--- src/design/vtcu_pkg.sv ---
// ----------------------------------------------------------------------------
// vtcu_pkg: shared definitions of the versioned transaction commit unit
// sizes, request and status codes, controller to datapath command types
// ----------------------------------------------------------------------------
package vtcu_pkg;

  localparam int ADDR_BITS    = 10;
  localparam int NUM_CONTEXTS = 4;
  localparam int SET_DEPTH    = 8;

  localparam int CELL_COUNT = 1 << ADDR_BITS;
  localparam int ENT_COUNT  = NUM_CONTEXTS * SET_DEPTH;
  localparam int ENT_BITS   = (ENT_COUNT > 1) ? $clog2(ENT_COUNT) : 1;
  localparam int SLOT_BITS  = (SET_DEPTH > 1) ? $clog2(SET_DEPTH) : 1;
  localparam int CNT_BITS   = $clog2(SET_DEPTH + 1);

  // request operations
  localparam logic [2:0] OP_INIT    = 3'd0;
  localparam logic [2:0] OP_READ    = 3'd1;
  localparam logic [2:0] OP_WRITE   = 3'd2;
  localparam logic [2:0] OP_COMMIT  = 3'd3;
  localparam logic [2:0] OP_DISCARD = 3'd4;

  // result status
  localparam logic [1:0] ST_OK       = 2'd0;
  localparam logic [1:0] ST_NOT_INIT = 2'd1;
  localparam logic [1:0] ST_CONFLICT = 2'd2;
  localparam logic [1:0] ST_FULL     = 2'd3;

  typedef enum logic [3:0] {
    CMD_NONE,
    CMD_LOAD,
    CMD_CLEAR,
    CMD_SCAN_W,
    CMD_SCAN_R,
    CMD_CELL_RD,
    CMD_CHK,
    CMD_CMT,
    CMD_FINISH
  } cmd_kind_t;

  typedef struct packed {
    cmd_kind_t              kind;
    logic [SLOT_BITS-1:0]   slot;
    logic                   issue;  // slot is looked up this cycle
    logic                   drain;  // previous slot's cell data is ready
  } dp_cmd_t;

  typedef struct packed {
    logic clear_last;
  } dp_stat_t;

  typedef struct packed {
    logic        valid;
    logic [31:0] version;
    logic [31:0] content;
  } cell_t;

endpackage

--- src/design/vtcu_ctrl.sv ---
// ----------------------------------------------------------------------------
// vtcu_ctrl: request sequencer
// walks each request through its own subset of the scan, lookup, check and commit phases
// ----------------------------------------------------------------------------
module vtcu_ctrl
  import vtcu_pkg::*;
(
  input  logic        clk,
  input  logic        rst,
  input  logic        start,
  input  logic [2:0]  operation,
  input  logic [1:0]  context_id,
  input  dp_stat_t    stat,
  output logic        busy,
  output dp_cmd_t     cmd
);

  typedef enum logic [2:0] {
    S_CLEAR,
    S_IDLE,
    S_SCAN_W,
    S_SCAN_R,
    S_CELL_RD,
    S_CHK,
    S_CMT,
    S_FINISH
  } state_t;

  localparam logic [CNT_BITS-1:0] CNT_LAST = CNT_BITS'(SET_DEPTH - 1);
  localparam logic [CNT_BITS-1:0] CNT_FULL = CNT_BITS'(SET_DEPTH);

  state_t              state;
  logic [CNT_BITS-1:0] cnt;
  logic [2:0]          op_r;
  logic                ctx_ok;

  assign ctx_ok = int'(context_id) < NUM_CONTEXTS;
  assign busy   = (state != S_IDLE);

  always_ff @(posedge clk) begin
    if (rst) begin
      state <= S_CLEAR;
      cnt   <= '0;
      op_r  <= OP_INIT;
    end else begin
      case (state)
        S_CLEAR: begin
          if (stat.clear_last) state <= S_IDLE;
        end
        S_IDLE: begin
          if (start) begin
            op_r <= operation;
            cnt  <= '0;
            if (operation == OP_INIT) state <= S_CELL_RD;
            else if (ctx_ok && (operation == OP_READ || operation == OP_WRITE))
              state <= S_SCAN_W;
            else if (ctx_ok && operation == OP_COMMIT) state <= S_CHK;
            else state <= S_FINISH;
          end
        end
        S_SCAN_W: begin
          if (cnt == CNT_LAST) begin
            cnt   <= '0;
            state <= (op_r == OP_READ) ? S_SCAN_R : S_FINISH;
          end else cnt <= cnt + 1'b1;
        end
        S_SCAN_R: begin
          if (cnt == CNT_LAST) begin
            cnt   <= '0;
            state <= S_CELL_RD;
          end else cnt <= cnt + 1'b1;
        end
        S_CELL_RD: state <= S_FINISH;
        S_CHK: begin
          if (cnt == CNT_FULL) begin
            cnt   <= '0;
            state <= S_CMT;
          end else cnt <= cnt + 1'b1;
        end
        S_CMT: begin
          if (cnt == CNT_FULL) begin
            cnt   <= '0;
            state <= S_FINISH;
          end else cnt <= cnt + 1'b1;
        end
        S_FINISH: state <= S_IDLE;
        default:  state <= S_IDLE;
      endcase
    end
  end

  always_comb begin
    cmd.slot  = cnt[SLOT_BITS-1:0];
    cmd.issue = (cnt != CNT_FULL);
    cmd.drain = (cnt != '0);
    case (state)
      S_CLEAR:   cmd.kind = CMD_CLEAR;
      S_IDLE:    cmd.kind = start ? CMD_LOAD : CMD_NONE;
      S_SCAN_W:  cmd.kind = CMD_SCAN_W;
      S_SCAN_R:  cmd.kind = CMD_SCAN_R;
      S_CELL_RD: cmd.kind = CMD_CELL_RD;
      S_CHK:     cmd.kind = CMD_CHK;
      S_CMT:     cmd.kind = CMD_CMT;
      S_FINISH:  cmd.kind = CMD_FINISH;
      default:   cmd.kind = CMD_NONE;
    endcase
  end

  a_finish_returns: assert property (@(posedge clk) disable iff (rst)
    (state == S_FINISH) |=> (state == S_IDLE))
    else $error("finish did not return to idle");

  a_check_then_commit: assert property (@(posedge clk) disable iff (rst)
    (state == S_CHK && cnt == CNT_FULL) |=> (state == S_CMT && cnt == '0))
    else $error("check phase did not hand over to commit phase");

  a_cnt_bound: assert property (@(posedge clk) disable iff (rst)
    cnt <= CNT_FULL)
    else $error("slot counter overran the set depth");

endmodule

--- config.mk ---
export PLATFORM = sky130hd
export DESIGN_NAME = vtcu_ctrl
export DESIGN_NICKNAME = d
export VERILOG_FILES = /design/src/design/vtcu_pkg.sv /design/src/design/vtcu_ctrl.sv
export SDC_FILE = /design/constraint.sdc
export NUM_CORES = 1
export LEC_CHECK = 0
export BUFFER_PORTS_ARGS = -buffer_cell sky130_fd_sc_hd__buf_2
export CORE_MARGIN = 1.5
export CORE_UTILIZATION = 53
export CTS_BUF_LIST = sky130_fd_sc_hd__clkbuf_8
export DETAILED_ROUTE_END_ITERATION = 7
export GPL_ROUTABILITY_DRIVEN = 0
export HOLD_SLACK_MARGIN = 0.02
export PLACE_DENSITY = 0.81
export SLEW_MARGIN = 30
export SYNTH_ARGS = -nofsm -noshare
export SYNTH_HDL_FRONTEND = slang
export SYNTH_SLANG_ARGS = --single-unit
--- constraint.sdc ---
create_clock -name clk -period 2.3 [get_ports clk]
set_input_delay 0.23 -clock clk [delete_from_list [all_inputs] [get_ports clk]]
set_output_delay 0.23 -clock clk [all_outputs]
set_load 0.05 [all_outputs]
==> flow_summary.ini, run 1 <==
[power]
netSwitchingPower_uw = 644.2
switching_share_pct = 52.08
combPwrFrac_pct = 54.8
p_per_area_nw_per_um2 = 1478
p_total_uw = 1237
clock_power_share_pct = 18.6
leakagePower_uw = 0.0003665
p_int_uw = 592.9
vdd_drop_max_uv = 990.8
seqPwrFrac_pct = 26.6

[timing]
fin_crit_sh_pct = 86.25
tightest_slew_ps = 566.3
rsz0062_at_grt = no
final_max_slew_viol_count = 0
fin_worst_skew_ps = 6.641
tns_ps = 0
setup_violations = 0
report.final.hold_viol_count = 0
min_period_ps = 1984
max_freq_ghz = 0.5041
slew_headroom_pct = 62.19

[critical_path]
crit_chain = nor2_1 -> and3_1 -> o21bai_1 -> buf_2
cp_data_arrival_time_ps = 1750
cp-end-kind = output port
cp_max_fo = 17
worst_path_largest_cell_delay_ps = 670
path_buf_inv = 1
worstPathRequired_ps = 2070
slowest_stage = dfxtp_1
criticalPathCategory = reg -> out
crit_family = flip-flops
ff2ff_setup_slack_ps = 520
start_kind = register

[logic_synthesis]
yosysUniqueCellTypes = 38
synthAdderAreaFrac_pct = 3.390
synth_area_sq_um = 738.2
synth_mux_area_share_pct = 8.136
synth_xor_area_share_pct = 5.932
synth_top_family_by_area = simple AND/OR/NAND/NOR gates
avgSynthCellArea_sq_um = 8.202
synth-seq-cells = 10
syn_inst = 90
synthSimpleGateAreaFrac_pct = 22.54
synth-compound-area-share_pct = 22.37
ys_warn_count = 0
synth_fp_nets = 101
ys_seq_area_share_pct = 27.12

[final_layout]
antenna_cells = 0
fin_nets = 113
fillers = 120
drive_gt1_share_pct = 25.74
syn2layout_area_growth_pct = 13.39

[clock_network]
clk_latency_ps = 240
cts_num_sinks = 10
path_clk_slew_ps = 50
cts_resized = 0
root_buffer = clkbuf_8
cts_setup_buffers = 0
cts_buffers = 3
cts_buffer_depth = 2
cts_max_level = 1
cts_tree = done
postCtsHoldBufs = 0

[die]
core_sq_um = 1301
dieArea_sq_um = 1626
initial_core_util_pct = 56.73
num_io_pins = 19
die_w_um = 40.32
fp.dieH_um = 40.32
row_count = 13

[place]
place.detailed.hpwl_mm = 1.169
io_buffers = 16

[route]
drc = 0
drt_iter0_markers = 25
viasPerCell = 5.888
ant_nets = 0
via_count = 683
first_pass_iters = 4
wirelength_mm = 1.641
wire_per_inst_um = 14.15

[grt]
antenna_found_initial = 0
grt_pass1_vias = 581
grt_max_degree = 18
grt_pass1_wl_mm = 2.490
grt-ovfl-total = 0
track_usage_pct = 23.06

[run]
timing.max_cap.violations = 0

[run_status]
outcome = completed

[worst_hold_path]
holdCritPathClass = in -> reg
[worst reg2reg max path: stages, from the launching register on]
cell	delay, ps
dfxtp_1	670
xor2_1	140
and3_4	230
or4_1	520
a21oi_1	150
[kinds of logic after synthesis]
logic type                 after synthesis
AOI/OAI and AO/OA                       24
muxes                                    6
DFF                                     10
adders and majority gates                2
buffers and inverters                   15
and+or+nand+nor                         28
xor gates and xnor gates                 5
[synth_stat cells]
master | n | share of area [%]
nand2b_1 | 1 | 0.85
o32ai_1 | 1 | 1.2
o21bai_1 | 1 | 1.0
inv_1 | 6 | 3.1
and3b_2 | 1 | 1.4
and2_1 | 1 | 0.85
nand2_1 | 5 | 2.5
buf_6 | 1 | 1.5
nor2b_1 | 1 | 0.85
or4_1 | 1 | 1.0
mux2i_1 | 6 | 8.1
o311a_2 | 1 | 1.5
a2111oi_0 | 1 | 1.2
nor3_1 | 1 | 0.68
nand3_1 | 2 | 1.4
buf_4 | 3 | 3.1
a211oi_1 | 3 | 3.1
o2bb2ai_1 | 2 | 2.4
a21o_1 | 1 | 1.0
clkbuf_1 | 3 | 1.5
and3_1 | 2 | 1.7
a211o_1 | 1 | 1.2
dfxtp_1 | 10 | 27
nor2_1 | 8 | 4.1
ha_1 | 2 | 3.4
xor2_1 | 4 | 4.7
nor3b_1 | 1 | 1.0
xnor2_1 | 1 | 1.2
o22ai_1 | 1 | 0.85
a31oi_1 | 1 | 0.85
and3_4 | 1 | 1.5
a32o_1 | 1 | 1.4
a21oi_1 | 6 | 4.1
or2_2 | 1 | 0.85
nand3b_4 | 1 | 2.7
or3b_2 | 1 | 1.2
buf_2 | 2 | 1.4
o21ai_0 | 4 | 2.7
[sequential cells by signal, summed over array words and instances (netlist names)]
| name | count |
|---|---|
| op_r | 3 |
| cnt | 4 |
| state | 3 |
[routing by layer]
metal | vias up | track usage (%) | share of wire (%)
li1 | 337 | - | -
met1 | 323 | 29.00 | 45
met2 | 21 | 38.10 | 49
met3 | 2 | 5.556 | 5.1
met4 | 0 | 7.500 | 0.55
met5 | - | 0 | 0
[metrics by stage]
step / instances / utilization [%] / worst slack (ps) / cell area [sq um] / hold slack (ps)
floorplan: 90 / - / 461.7 / 738.2 / 377.2
global placement: 112 / 60.10 / 629.4 / 782.0 / 474.3
detailed placement: 112 / 60.10 / 548.4 / 782.0 / 489.3
CTS: 116 / 64.33 / 304.2 / 837.1 / 275.2
global route: 116 / 64.33 / 223.9 / 837.1 / 312.2
finish: 116 / 64.33 / 316.2 / 837.1 / 278.5
[final timing paths]
check                             start                    end  cells after the start
hold / removal             operation[0]   op_r[0]$_SDFFE_PP0P_                      3
setup / recovery  state[1]$_SDFFE_PP0P_                 cmd[5]                      4
setup reg to reg  state[1]$_SDFFE_PP0P_  state[1]$_SDFFE_PP0P_                      4
hold reg to reg    op_r[0]$_SDFFE_PP0P_   op_r[0]$_SDFFE_PP0P_                      2
[power groups by stage]
| stage | registers (uW) | clock network [uW] | logic (uW) |
|---|---|---|---|
| 2_1_floorplan | 252 | 0 | 654 |
| 3_3_place_gp | 321 | 0 | 658 |
| 3_5_place_dp | 329 | 0 | 676 |
| 4_1_cts | 326 | 230 | 678 |
| 5_1_grt | 338 | 234 | 738 |
| 6_report | 329 | 230 | 678 |
[layout make-up]
cell class | instances | area, sq um | area share, %
flip-flops and latches | 10 | 200.2 | 23.92
well taps | 15 | 18.77 | 2.242
clock buffers | 4 | 55.05 | 6.577
inverters | 6 | 22.52 | 2.691
multi-input cells | 65 | 460.4 | 55.01
repair buffers | 16 | 80.08 | 9.567
[cells in the final DEF (no fill, tap or decap), types with 2 or more instances in the layout]
| cell type | instances |
|---|---|
| clkbuf_8 | 4 |
| a21oi_1 | 6 |
| inv_1 | 6 |
| nor2_1 | 8 |
| dfxtp_1 | 10 |
| ha_1 | 2 |
| nand3_1 | 2 |
| a211oi_1 | 3 |
| xor2_1 | 4 |
| o21ai_0 | 4 |
| buf_2 | 16 |
| mux2i_1 | 6 |
| nand2_1 | 5 |
| and3_1 | 2 |
| o2bb2ai_1 | 2 |
Power figures use the tool's default switching activity.
==> run 2: changes to the inputs <==
Settings changed: CELL_PAD_IN_SITES_DETAIL_PLACEMENT set to 0, CELL_PAD_IN_SITES_GLOBAL_PLACEMENT set to 1, CORE_UTILIZATION 53 to 42, PLACE_DENSITY 0.81 to 0.87.
==> flow_summary.ini, run 2 (synthesized netlist as in run 1, its figures left out) <==
[critical_path]
crit_chain = nor2_1 -> and3_1 -> o21bai_1 -> buf_2
worst_path_largest_cell_delay_ps = 650
path_buf_inv = 1
setup.worst_path.start = state[1]$_SDFFE_PP0P_
rr_startpoint = state[1]$_SDFFE_PP0P_
start_kind = register
crit_family = flip-flops
slowest_stage = dfxtp_1
cp_max_fo = 17
worstPathRequired_ps = 2070
cp_data_arrival_time_ps = 1740
criticalPathCategory = reg -> out
cp-end-kind = output port

[power]
p_int_uw = 557.3
clock_power_share_pct = 15.5
combPwrFrac_pct = 57.1
leakagePower_uw = 0.0003593
switching_share_pct = 52.61
p_per_area_nw_per_um2 = 1426
netSwitchingPower_uw = 618.5
vdd_drop_max_uv = 703.2
seqPwrFrac_pct = 27.4

[grt]
grt-ovfl-total = 0
grt_max_degree = 18
grt_pass1_vias = 554
grt_pass1_wl_mm = 2.401
track_usage_pct = 16.58
antenna_found_initial = 0

[clock_network]
postCtsHoldBufs = 0
cts_tree = done
cts_buffer_depth = 2
path_clk_slew_ps = 50
clk_latency_ps = 230
cts_resized = 0
cts_max_level = 1
cts_buffers = 3
cts_setup_buffers = 0
cts_num_sinks = 10
root_buffer = clkbuf_8

[route]
wl_met3_um = 61
drt_iter0_markers = 8
drc = 0
ant_nets = 0
top_layer_used = met4
via_count = 645
wl_met2_um = 585
wl_met1_um = 801
viasPerCell = 5.560
wire_per_inst_um = 12.74
wirelength_mm = 1.478
first_pass_iters = 4

[final_layout]
regMostFlops = cnt
multi_input_area_sq_um = 460.4
antenna_cells = 0
syn2layout_area_growth_pct = 11.69
final-seq-area_sq_um = 200.2
largest_reg_flops = 4
layout_commonest_cell = buf_2
drive_gt1_share_pct = 25.00
largest_registers = cnt x4, op_r x3, state x3
fillers = 151
layout_common_cells = 16 x buf_2, 10 x dfxtp_1, 8 x nor2_1
fin_nets = 113

[die]
initial_core_util_pct = 46.83
core_sq_um = 1577
fp.dieH_um = 44.93
die_w_um = 44.93
row_count = 14
num_io_pins = 19
dieArea_sq_um = 2018

[run_status]
outcome = completed

[timing]
whs_ps = 284.4
fin_worst_skew_ps = 1.033
final_max_slew_viol_count = 0
finalWorstSetupSlack_ps = 332.3
setup_violations = 0
min_period_ps = 1968
rsz0062_at_grt = no
report.final.hold_viol_count = 0
slew_headroom_pct = 64.18
fin_crit_sh_pct = 85.55
tightest_slew_ps = 536.6
tns_ps = 0
max_freq_ghz = 0.5082

[run]
timing.max_cap.violations = 0

[worst_hold_path]
holdCritPathClass = in -> reg
worstHoldStart = operation[1]

[place]
io_buffers = 16
place.detailed.hpwl_mm = 1.081
pre_cts_ws_ps = 605.6
==> run 2: cell types whose count changed in the layout (fill, tap and decap cells not counted), sizes merged <==
cell	previous run	this run
clkbuf	4	3
==> run 2: worst min-delay path, delay by kind of cell <==
kind / cells / cell delay, ps
mux: 1 / 70
buf+inv: 1 / 100
simple gates: 1 / 80
==> run 2: metrics by stage <==
| step | cells | util, % | cell area, sq um | total power (uW) |
|---|---|---|---|---|
| after CTS | 116 | 52.30 | 824.5 | 1178 |
| after detailed placement | 113 | 49.68 | 783.3 | 992.4 |
| after global routing | 116 | 52.30 | 824.5 | 1253 |
| after global placement | 113 | 49.68 | 783.3 | 986.6 |
| after floorplan | 90 | - | 738.2 | 905.4 |
| final | 116 | 52.30 | 824.5 | 1176 |
==> run 2: final cells by class <==
type | count | area share, %
Multi-Input combinational cell | 65 | 55.84
Sequential cell | 10 | 24.28
Timing Repair Buffer | 16 | 9.712
Clock buffer | 3 | 5.008
Inverter | 6 | 2.731
Tap cell | 16 | 2.428
==> run 2: power by group through the flow <==
stage	clock (uW)	sequential [uW]	combinational, uW
after floorplan	0	252	654
after global placement	0	324	662
after detailed placement	0	324	669
after CTS	188	320	670
after global routing	198	335	721
final	182	322	672
==> run 2: worst paths after layout <==
| path | endpoint | slack (ps) | depth (start not counted) |
|---|---|---|---|
| setup / recovery | cmd[5] | 330 | 4 |
| hold / removal | op_r[1]$_SDFFE_PP0P_ | 280 | 3 |
| setup reg to reg | state[1]$_SDFFE_PP0P_ | 590 | 4 |
| hold reg to reg | op_r[2]$_SDFFE_PP0P_ | 500 | 2 |
==> run 2: per-layer routing <==
metal,GRT usage [%],up-vias
li1,-,339
met1,23.59,291
met2,22.29,11
met3,4.800,4
met4,8.824,0
met5,0,-
